===== config.mk =====
export PLATFORM = sky130hd
export DESIGN_NAME = tsl_ctrl_flat
export DESIGN_NICKNAME = d
export VERILOG_FILES = /design/src/hw/rtl/tsl_pkg.sv /design/src/hw/rtl/tsl_in_if.sv /design/src/hw/rtl/tsl_ctrl.sv /design/src/flat_wrapper.sv
export SDC_FILE = /design/constraint.sdc
export NUM_CORES = 1
export LEC_CHECK = 0
export BUFFER_PORTS_ARGS = -buffer_cell sky130_fd_sc_hd__buf_2
export CORE_MARGIN = 2
export CORE_UTILIZATION = 45
export CTS_CLUSTER_SIZE = 30
export DETAILED_ROUTE_END_ITERATION = 6
export GPL_ROUTABILITY_DRIVEN = 0
export MAX_ROUTING_LAYER = met4
export PLACE_DENSITY_LB_ADDON = 0.15
export SYNTH_ARGS = -nofsm -noshare
export SYNTH_HDL_FRONTEND = slang
export SYNTH_SLANG_ARGS = --single-unit

===== constraint.sdc =====
create_clock -name clk -period 3.5 [get_ports clk]
set_clock_uncertainty 0.1 [all_clocks]
set_input_delay 0 -clock clk [delete_from_list [all_inputs] [get_ports clk]]
set_output_delay 0 -clock clk [all_outputs]
set_load 0.005 [all_outputs]

===== src/hw/rtl/tsl_pkg.sv =====
// Package for the transpose search list: sizes, mode and status codes,
// result and memory request structs, index helper.
// No dependencies.
package tsl_pkg;

  localparam int DEPTH   = 256;
  localparam int ADDR_W  = (DEPTH > 1) ? $clog2(DEPTH) : 1;
  localparam int CNT_W   = $clog2(DEPTH + 1);
  localparam int MODE_W  = 2;
  localparam int DATA_W  = 32;
  localparam int POS_W   = 9;
  localparam int STAT_W  = 2;
  localparam int FIDX_W  = 8;
  localparam int CMP_W   = (CNT_W > POS_W) ? CNT_W : POS_W;
  localparam int IDXX_W  = (ADDR_W > FIDX_W) ? ADDR_W : FIDX_W;

  localparam logic [MODE_W-1:0] MODE_APPEND = 2'd0;
  localparam logic [MODE_W-1:0] MODE_SEARCH = 2'd1;
  localparam logic [MODE_W-1:0] MODE_XPOSE  = 2'd2;
  localparam logic [MODE_W-1:0] MODE_READ   = 2'd3;

  localparam logic [STAT_W-1:0] STATUS_OK   = 2'd0;
  localparam logic [STAT_W-1:0] STATUS_MISS = 2'd1;
  localparam logic [STAT_W-1:0] STATUS_FULL = 2'd2;

  typedef struct packed {
    logic [STAT_W-1:0]        status;
    logic [FIDX_W-1:0]        found_index;
    logic signed [DATA_W-1:0] entry_value;
  } res_t;

  typedef struct packed {
    logic              we;
    logic [ADDR_W-1:0] waddr;
    logic [DATA_W-1:0] wdata;
    logic              re;
    logic [ADDR_W-1:0] raddr;
  } mem_req_t;

  function automatic logic [FIDX_W-1:0] found_idx(input logic [ADDR_W-1:0] a);
    logic [IDXX_W-1:0] t;
    t = IDXX_W'(a);
    return t[FIDX_W-1:0];
  endfunction

endpackage


===== src/hw/rtl/tsl_in_if.sv =====
// Input channel of the transpose search list: valid/ready plus item fields.
// Depends on tsl_pkg.
interface tsl_in_if;
  import tsl_pkg::*;

  logic                     valid;
  logic                     ready;
  logic [MODE_W-1:0]        mode;
  logic signed [DATA_W-1:0] item_value;
  logic [POS_W-1:0]         position;

  modport source (output valid, output mode, output item_value, output position,
                  input ready);
  modport sink   (input valid, input mode, input item_value, input position,
                  output ready);
endinterface


===== src/hw/rtl/tsl_ctrl.sv =====
// Sequencer of the transpose search list: entry count, linear scan over the
// entry RAM, transpose write-back, result staging. Depends on tsl_pkg, tsl_in_if.
module tsl_ctrl (
  input  logic                  clk,
  input  logic                  rst_n,
  tsl_in_if.sink                in_item,
  output tsl_pkg::mem_req_t     mem_req,
  input  logic [tsl_pkg::DATA_W-1:0] mem_rdata,
  output logic                  res_valid,
  output tsl_pkg::res_t         res,
  input  logic                  res_ready
);
  import tsl_pkg::*;

  localparam logic [2:0] ST_IDLE   = 3'd0;
  localparam logic [2:0] ST_SCAN   = 3'd1;
  localparam logic [2:0] ST_READ   = 3'd2;
  localparam logic [2:0] ST_SWAP   = 3'd3;
  localparam logic [2:0] ST_RESULT = 3'd4;

  localparam res_t RES_MISS = '{status: STATUS_MISS, found_index: '0, entry_value: '0};

  logic [2:0]        state_r,  state_nxt;
  logic [CNT_W-1:0]  count_r,  count_nxt;
  logic [ADDR_W-1:0] idx_r,    idx_nxt;
  logic [MODE_W-1:0] mode_r,   mode_nxt;
  logic [DATA_W-1:0] value_r,  value_nxt;
  logic [DATA_W-1:0] prev_r,   prev_nxt;
  res_t              res_r,    res_nxt;
  logic [ADDR_W-1:0] rd_pos;
  logic              scan_last;

  assign rd_pos    = ADDR_W'(in_item.position - POS_W'(1));
  assign scan_last = (CNT_W'(idx_r) + CNT_W'(1)) == count_r;

  always_comb begin
    state_nxt = state_r;
    count_nxt = count_r;
    idx_nxt   = idx_r;
    mode_nxt  = mode_r;
    value_nxt = value_r;
    prev_nxt  = prev_r;
    res_nxt   = res_r;
    mem_req   = '0;
    case (state_r)
      ST_IDLE: begin
        if (in_item.valid) begin
          mode_nxt  = in_item.mode;
          value_nxt = in_item.item_value;
          state_nxt = ST_RESULT;
          case (in_item.mode)
            MODE_APPEND: begin
              if (count_r >= CNT_W'(DEPTH)) begin
                res_nxt = '{status: STATUS_FULL, found_index: '0,
                            entry_value: in_item.item_value};
              end else begin
                mem_req.we    = 1'b1;
                mem_req.waddr = ADDR_W'(count_r);
                mem_req.wdata = in_item.item_value;
                count_nxt     = count_r + CNT_W'(1);
                res_nxt = '{status: STATUS_OK, found_index: found_idx(ADDR_W'(count_r)),
                            entry_value: in_item.item_value};
              end
            end
            MODE_SEARCH, MODE_XPOSE: begin
              if (count_r == '0) begin
                res_nxt = RES_MISS;
              end else begin
                mem_req.re    = 1'b1;
                mem_req.raddr = '0;
                idx_nxt       = '0;
                state_nxt     = ST_SCAN;
              end
            end
            MODE_READ: begin
              if (in_item.position == '0 ||
                  CMP_W'(in_item.position) > CMP_W'(count_r)) begin
                res_nxt = RES_MISS;
              end else begin
                mem_req.re    = 1'b1;
                mem_req.raddr = rd_pos;
                idx_nxt       = rd_pos;
                state_nxt     = ST_READ;
              end
            end
            default: begin
              res_nxt = RES_MISS;
            end
          endcase
        end
      end
      ST_READ: begin
        res_nxt   = '{status: STATUS_OK, found_index: found_idx(idx_r),
                      entry_value: mem_rdata};
        state_nxt = ST_RESULT;
      end
      ST_SCAN: begin
        if (mem_rdata == value_r) begin
          if (mode_r == MODE_XPOSE && idx_r != '0) begin
            mem_req.we    = 1'b1;
            mem_req.waddr = idx_r - ADDR_W'(1);
            mem_req.wdata = value_r;
            state_nxt     = ST_SWAP;
          end else begin
            res_nxt   = '{status: STATUS_OK, found_index: found_idx(idx_r),
                          entry_value: value_r};
            state_nxt = ST_RESULT;
          end
        end else if (scan_last) begin
          res_nxt   = RES_MISS;
          state_nxt = ST_RESULT;
        end else begin
          mem_req.re    = 1'b1;
          mem_req.raddr = idx_r + ADDR_W'(1);
          idx_nxt       = idx_r + ADDR_W'(1);
          prev_nxt      = mem_rdata;
        end
      end
      ST_SWAP: begin
        mem_req.we    = 1'b1;
        mem_req.waddr = idx_r;
        mem_req.wdata = prev_r;
        res_nxt   = '{status: STATUS_OK, found_index: found_idx(idx_r - ADDR_W'(1)),
                      entry_value: value_r};
        state_nxt = ST_RESULT;
      end
      ST_RESULT: begin
        if (res_ready) begin
          state_nxt = ST_IDLE;
        end
      end
      default: begin
        state_nxt = ST_IDLE;
      end
    endcase
  end

  always_ff @(posedge clk) begin
    if (!rst_n) begin
      state_r <= ST_IDLE;
      count_r <= '0;
    end else begin
      state_r <= state_nxt;
      count_r <= count_nxt;
    end
    idx_r   <= idx_nxt;
    mode_r  <= mode_nxt;
    value_r <= value_nxt;
    prev_r  <= prev_nxt;
    res_r   <= res_nxt;
  end

  assign in_item.ready = (state_r == ST_IDLE);
  assign res_valid     = (state_r == ST_RESULT);
  assign res           = res_r;

  a_no_rw_same_addr: assert property (@(posedge clk) disable iff (!rst_n)
    !(mem_req.we && mem_req.re && mem_req.waddr == mem_req.raddr))
    else $error("tsl_ctrl: read and write of one entry in the same cycle");

  a_count_bound: assert property (@(posedge clk) disable iff (!rst_n)
    count_r <= CNT_W'(DEPTH))
    else $error("tsl_ctrl: entry count beyond depth");

  a_scan_in_list: assert property (@(posedge clk) disable iff (!rst_n)
    (state_r == ST_SCAN || state_r == ST_SWAP) |-> CNT_W'(idx_r) < count_r)
    else $error("tsl_ctrl: scan index outside stored entries");

  a_append_grows: assert property (@(posedge clk) disable iff (!rst_n)
    (in_item.valid && in_item.ready && in_item.mode == MODE_APPEND &&
     count_r < CNT_W'(DEPTH)) |=> count_r == $past(count_r) + CNT_W'(1))
    else $error("tsl_ctrl: append beat did not grow the list");

endmodule


===== src/flat_wrapper.sv =====
// flat-port wrapper written by rule: the top's interface ports become plain ports
module tsl_ctrl_flat import tsl_pkg::*;
  (clk, rst_n, mem_req, mem_rdata, res_valid, res, res_ready, in_item_valid, in_item_mode, in_item_item_value, in_item_position, in_item_ready);
  tsl_in_if in_item_i ();
  input  logic clk;
  input  logic rst_n;
  output tsl_pkg::mem_req_t mem_req;
  input  logic [tsl_pkg::DATA_W-1:0] mem_rdata;
  output logic res_valid;
  output tsl_pkg::res_t res;
  input  logic res_ready;
  input wire logic [$bits(in_item_i.valid)-1:0] in_item_valid;
  input wire logic [$bits(in_item_i.mode)-1:0] in_item_mode;
  input wire logic [$bits(in_item_i.item_value)-1:0] in_item_item_value;
  input wire logic [$bits(in_item_i.position)-1:0] in_item_position;
  output wire logic [$bits(in_item_i.ready)-1:0] in_item_ready;
  assign in_item_i.valid = in_item_valid;
  assign in_item_i.mode = in_item_mode;
  assign in_item_i.item_value = in_item_item_value;
  assign in_item_i.position = in_item_position;
  assign in_item_ready = in_item_i.ready;
  tsl_ctrl u_core (.clk(clk), .rst_n(rst_n), .in_item(in_item_i), .mem_req(mem_req), .mem_rdata(mem_rdata), .res_valid(res_valid), .res(res), .res_ready(res_ready));
endmodule

==> results.toml, run 1 <==
[critical_path]
r2r_cells = 9
startpoint_type = "flop"
crit_type = "reg -> out"
r2r_slack_ns = 0.36
critical_path.endpoint_type = "output pin"
critical_path_required_ns = 3.40
r2r_start = "u_core.count_r[4]$_SDFFE_PN0P_"
reg2reg_to = "u_core.res[40]$_DFFE_PP_"
critical_path_arrival_ns = 3.15
path_max_fanout = 8

[synthesis]
synthArstFlopShare_pct = 0
yosys.cell_types.count = 53
yosysWarnings = 0
synth_area_mm2 = 0.00699
synth.avg_cell_area_um2 = 10.7
synth-edff-count = 116
postSynthCellCount = 653
syn_nets = 751
synth-seq-cells = 128
ys.flop_type = "edfxtp_1"
seq_area_frac_synth_pct = 53.3

[cts]
cts_root_buf = "clkbuf_16"
h-tree-depth = 4
post_cts.repair.setup_buffers = 0
cts_tree = "done"
cts_resized = 0
clk_pin_slew_worst_paths_ns = 0.06
cts_hold_buf = 69
cts_max_path_buffers = 2
cts_inserted_buffers = 17
insertion_delay_ns = 0.42
cts.sinks = 128

[global_route]
grt_pass1_vias = 6208
antenna_found_initial = 0
groute.usage.overall_pct = 27.3
grt_overflow = 0
grt_max_degree = 34
grt_pass1_wl_um = 33400

[drt]
vias_per_cell = 5.84
avgRoutedWirePerCell_um = 20.0
drc = 0
vias = 6349
wirelength_um = 21700
ant_nets = 0
dr.pass1.iters = 6
drt_iter0_markers = 784

[timing]
setup_tns_ns = 0
tightestPinTransition_ns = 0.804
rsz0062_at_grt = "no"
finalHoldViolations = 0
setup_viol_count_final = 0
fmax_ghz = 0.307
maxSlewViolCount = 0
timing.final.crit_share_pct = 93.0
slew-limit-headroom_pct = 46.3
post-route-min-period_ns = 3.25

[cells_and_area]
final_net_count = 985
syn2layout_area_growth_pct = 33.1
antennaDiodeCount = 0
drive_above_1_share_pct = 25.6

[die]
core-area_mm2 = 0.0152
chipHeight_um = 129
die_w_um = 129
start_util_pct = 46.0
rows = 45
boundaryPins = 173
die_area_mm2 = 0.0165

[placement]
portBuffers = 172
dp_hpwl_um = 14700

[pwr]
power-per-cell-area_mw_per_mm2 = 441
p_leak_nw = 3.78
ir_worst_vdd_mv = 0.308
finalPower_mw = 4.11

[min_path]
hold_depth = 4
hp-start = "in_item_position[0]"
hold_path.class = "in -> reg"
min_to = "u_core.idx_r[0]$_DFFE_PP_"

[outcome]
outcome = "finished, final reports clean"

[flow_run]
maxCapViolations = 0
logic make-up after synthesis:
group	Yosys count	synth area share, %
AND/OR/NAND/NOR	137	10.6
adder cells (fa/ha/maj)	19	3.40
flip-flops	128	53.3
buffers and inverters	98	5.55
multiplexers	5	0.734
AO/OA/AOI/OAI	201	18.3
XOR/XNOR	65	8.15
registers in the layout, summed over array words and instances (netlist names):
signal,flops
u_core.res,42
u_core.prev_r,32
u_core.value_r,32
u_core.count_r,9
u_core.idx_r,8
u_core.state_r,3
u_core.mode_r,2
layout make-up:
| type | count | area (µm²) |
|---|---|---|
| flip-flops and latches | 128 | 3720 |
| clock inverters | 12 | 119 |
| well taps | 188 | 235 |
| clock buffers | 20 | 437 |
| repair buffers | 260 | 1690 |
| multi-input cells | 427 | 2900 |
| fillers | 1254 | 5900 |
| inverters | 53 | 199 |
worst max-delay path, cell delays in order (launching register included):
cell and delay [ns]:
dfxtp_1 0.54, inv_1 0.20, ha_1 0.34, a21o_1 0.17
a221o_1 0.33, o41ai_1 0.36, buf_4 0.20, nand2_1 0.17
o22ai_1 0.25, buf_2 0.16
cell usage in the layout (no fill, tap or decap), types with 3 or more instances in the layout:
cell	synthesis	layout
a21oi_1	13	13
a221o_1	4	4
a22oi_1	73	73
a31oi_1	4	3
and2_1	11	10
and4_1	4	4
buf_2	7	172
buf_4	1	19
clkbuf_1	36	3
clkbuf_16	0	17
clkinv_2	0	4
clkinvlp_4	0	3
dfxtp_1	12	12
dlygate4sd3_1	0	69
edfxtp_1	116	116
ha_1	19	19
inv_1	53	53
mux2i_1	4	4
nand2_1	34	34
nand3_1	13	13
nand4_1	5	5
nor2_1	21	21
nor2b_1	5	3
nor3_1	7	7
nor4_1	14	14
o21ai_0	81	81
o22ai_1	8	8
or3_1	7	7
xnor2_1	22	22
xor2_1	43	43
layer usage:
layer | routed length (µm) | GRT usage [%] | up-vias
li1 | - | - | 2902
met1 | 9320 | 36.6 | 3064
met2 | 10200 | 42.4 | 352
met3 | 1820 | 4.70 | 31
met4 | 355 | 9.27 | 0
met5 | 0 | - | -
Yosys cell counts (all sizes together), types with 2 or more instances:
| master | n | area share (%) |
|---|---|---|
| inv | 53 | 2.8 |
| o21ai | 83 | 5.9 |
| buf | 9 | 0.77 |
| o211ai | 2 | 0.21 |
| mux2i | 4 | 0.57 |
| edfxtp | 116 | 50 |
| a31oi | 4 | 0.36 |
| a221o | 4 | 0.57 |
| nand4 | 5 | 0.45 |
| o2111ai | 2 | 0.25 |
| nand3b | 2 | 0.21 |
| o22ai | 8 | 0.72 |
| o311ai | 2 | 0.25 |
| a22oi | 73 | 7.8 |
| and4 | 4 | 0.50 |
| nor3b | 3 | 0.39 |
| clkbuf | 36 | 1.9 |
| and3 | 2 | 0.18 |
| a21oi | 13 | 0.93 |
| nor2b | 5 | 0.45 |
| nor4 | 14 | 1.3 |
| and2 | 11 | 0.98 |
| nor3 | 7 | 0.50 |
| xor2 | 43 | 5.4 |
| nand3 | 14 | 1.1 |
| or3 | 7 | 0.63 |
| ha | 19 | 3.4 |
| dfxtp | 12 | 3.4 |
| nand2b | 2 | 0.18 |
| o21bai | 2 | 0.21 |
| xnor2 | 22 | 2.8 |
| nand2 | 34 | 1.8 |
| or3b | 2 | 0.25 |
| nor2 | 21 | 1.1 |
per-stage QoR:
stage | hold slack [ns] | instances | utilization [%] | setup slack (ns) | instance area [µm²]
floorplan | -0.00113 | 653 | - | 0.0749 | 6990
global placement | 0.110 | 987 | 53.0 | 0.539 | 8060
detailed placement | 0.112 | 987 | 53.0 | 0.489 | 8060
CTS | 0.00381 | 1088 | 61.2 | 0.328 | 9310
global route | 0.0409 | 1088 | 61.2 | 0.0307 | 9310
finish | 0.0154 | 1088 | 61.2 | 0.245 | 9310
how the worst max path moves through the flow:
stage	startpoint	to	cells after the start
detailed placement	u_core.count_r[4]$_SDFFE_PN0P_	u_core.res[40]$_DFFE_PP_	9
global route	u_core.idx_r[0]$_DFFE_PP_	mem_req[8]	9
global placement	u_core.count_r[4]$_SDFFE_PN0P_	u_core.res[5]$_DFFE_PP_	9
finish	u_core.count_r[4]$_SDFFE_PN0P_	mem_req[1]	9
floorplan	u_core.idx_r[0]$_DFFE_PP_	u_core.res[0]$_DFFE_PP_	9
CTS	u_core.count_r[4]$_SDFFE_PN0P_	mem_req[1]	9
power breakdown:
group	switching [mW]	total [mW]	internal, mW
clock network	0.655	1.69	1.04
logic	0.316	0.558	0.242
registers	0.0642	1.86	1.79
No activity file was read; power rests on OpenSTA's default activity.
==> inputs of run 2 (changes only) <==
--- a/config.mk
+++ b/config.mk
@@ -11,7 +11,6 @@
 export CTS_CLUSTER_SIZE = 30
 export DETAILED_ROUTE_END_ITERATION = 6
 export GPL_ROUTABILITY_DRIVEN = 0
-export MAX_ROUTING_LAYER = met4
 export PLACE_DENSITY_LB_ADDON = 0.15
 export SYNTH_ARGS = -nofsm -noshare
 export SYNTH_HDL_FRONTEND = slang
==> results.toml, run 2 (synthesized netlist as in run 1, its figures left out) <==
[cts]
cts_inserted_buffers = 17
cts_max_path_buffers = 2
insertion_delay_ns = 0.42
h-tree-depth = 4
cts_root_buf = "clkbuf_16"
cts_tree = "done"
cts.sinks = 128
clk_pin_slew_worst_paths_ns = 0.06

[drt]
ant_nets = 0
vias = 6364
met2_length_um = 10200
wirelength_um = 21800
drt_iter0_markers = 693
drc = 0
top_layer = "met4"
vias_per_cell = 5.85
wl_met3_um = 1690
dr.pass1.iters = 5
avgRoutedWirePerCell_um = 20.0
wl_met1_um = 9560

[critical_path]
crit_type = "reg -> out"
slowest_stage = "or4_1"
startpoint_type = "flop"
max_stage_delay_ns = 0.57
critical_path_arrival_ns = 3.16
critPathTopFamily = "simple AND/OR/NAND/NOR gates"
critical_path_required_ns = 3.40
r2r_slack_ns = 0.36
path_max_fanout = 27
path_cells = "xor2_1, nor4_1, nand4_1, or4_1, buf_4, o21ai_0, buf_2"
critical_path.endpoint_type = "output pin"
path_buf_inv = 2

[placement]
portBuffers = 172
dp_hpwl_um = 14700
dp_slack_ns = 0.489
dpl_cell_area_mm2 = 0.00806

[global_route]
grt_pass1_wl_um = 33400
grt_max_degree = 34
antenna_found_initial = 0
grt_pass1_vias = 6216
groute.usage.overall_pct = 26.5
grt_overflow = 0

[timing]
timing.final.ws_setup_ns = 0.239
finalHoldViolations = 0
slew-limit-headroom_pct = 44.7
setup_tns_ns = 0
post-route-min-period_ns = 3.26
fmax_ghz = 0.307
timing.final.crit_share_pct = 93.2
setup_viol_count_final = 0
tightestPinTransition_ns = 0.829
rsz0062_at_grt = "no"
maxSlewViolCount = 0

[flow_run]
maxCapViolations = 0

[die]
boundaryPins = 173
chipHeight_um = 129
core-area_mm2 = 0.0152
die_area_mm2 = 0.0165
die_w_um = 129
start_util_pct = 46.0
rows = 45

[cells_and_area]
antennaDiodeCount = 0
fin_area_mm2 = 0.00931
largest_reg_flops = 42
fin_util_pct = 61.2
syn2layout_area_growth_pct = 33.1
final_net_count = 985
layout_common_cells = "buf_2 (172), edfxtp_1 (116), o21ai_0 (81), a22oi_1 (73), dlygate4sd3_1 (69)"
drive_above_1_share_pct = 25.6
layout_commonest_cell = "buf_2"

[pwr]
p_leak_nw = 3.78
power-per-cell-area_mw_per_mm2 = 441
ir_worst_vdd_mv = 0.309
finalPower_mw = 4.10

[outcome]
outcome = "finished, final reports clean"

[min_path]
hold_path.class = "in -> reg"
-- run 2: power breakdown --
part	total [mW]	internal, mW	switching (mW)	leakage, nW
clock	1.69	1.04	0.652	0.265
sequential	1.86	1.79	0.0639	1.20
combinational	0.559	0.242	0.317	2.31
total	4.10	3.07	1.03	3.78
-- run 2: per-layer routing --
metal,global-route usage (%),vias up
met1,36.4,3083
li1,-,2899
met5,0,-
met4,9.27,0
met3,5.07,30
met2,42.5,352
-- run 2: cell type report --
cell class                      instances  area, µm²
Fill cell                            1254       5900
Multi-Input combinational cell        427       2900
Inverter                               53        199
Sequential cell                       128       3720
Clock inverter                         12        119
Timing Repair Buffer                  260       1690
Clock buffer                           20        437
Tap cell                              188        235
-- run 2: through the flow --
stage               hold slack, ns  cells
floorplan                 -0.00113    653
global placement             0.110    987
detailed placement           0.112    987
CTS                        0.00381   1088
global route                0.0395   1088
finish                      0.0168   1088
-- run 2: worst register-to-register path: cells and delay by family, from the launching register on --
family	cells	cell delay (ns)
flip-flops	1	0.54
AO/OA/AOI/OAI	4	0.96
adder cells (fa/ha/maj)	1	0.34
AND/OR/NAND/NOR	1	0.26
buffers and inverters	3	0.64
-- run 2: path summary, 6_finish.rpt --
kind | start | to | cells past startpoint
setup / recovery | u_core.value_r[9]$_DFFE_PP_ | mem_req[40] | 7
hold / removal | in_item_position[0] | u_core.idx_r[0]$_DFFE_PP_ | 4
setup reg to reg | u_core.count_r[4]$_SDFFE_PN0P_ | u_core.res[40]$_DFFE_PP_ | 9
hold reg to reg | u_core.count_r[8]$_SDFFE_PN0P_ | u_core.count_r[8]$_SDFFE_PN0P_ | 2
-- run 2: repair_timing --
action,4_1_cts,5_1_grt
hold endpoints to repair,110,0
buffers inserted,0,0
hold buffers,69,0
gates resized for setup,0,0
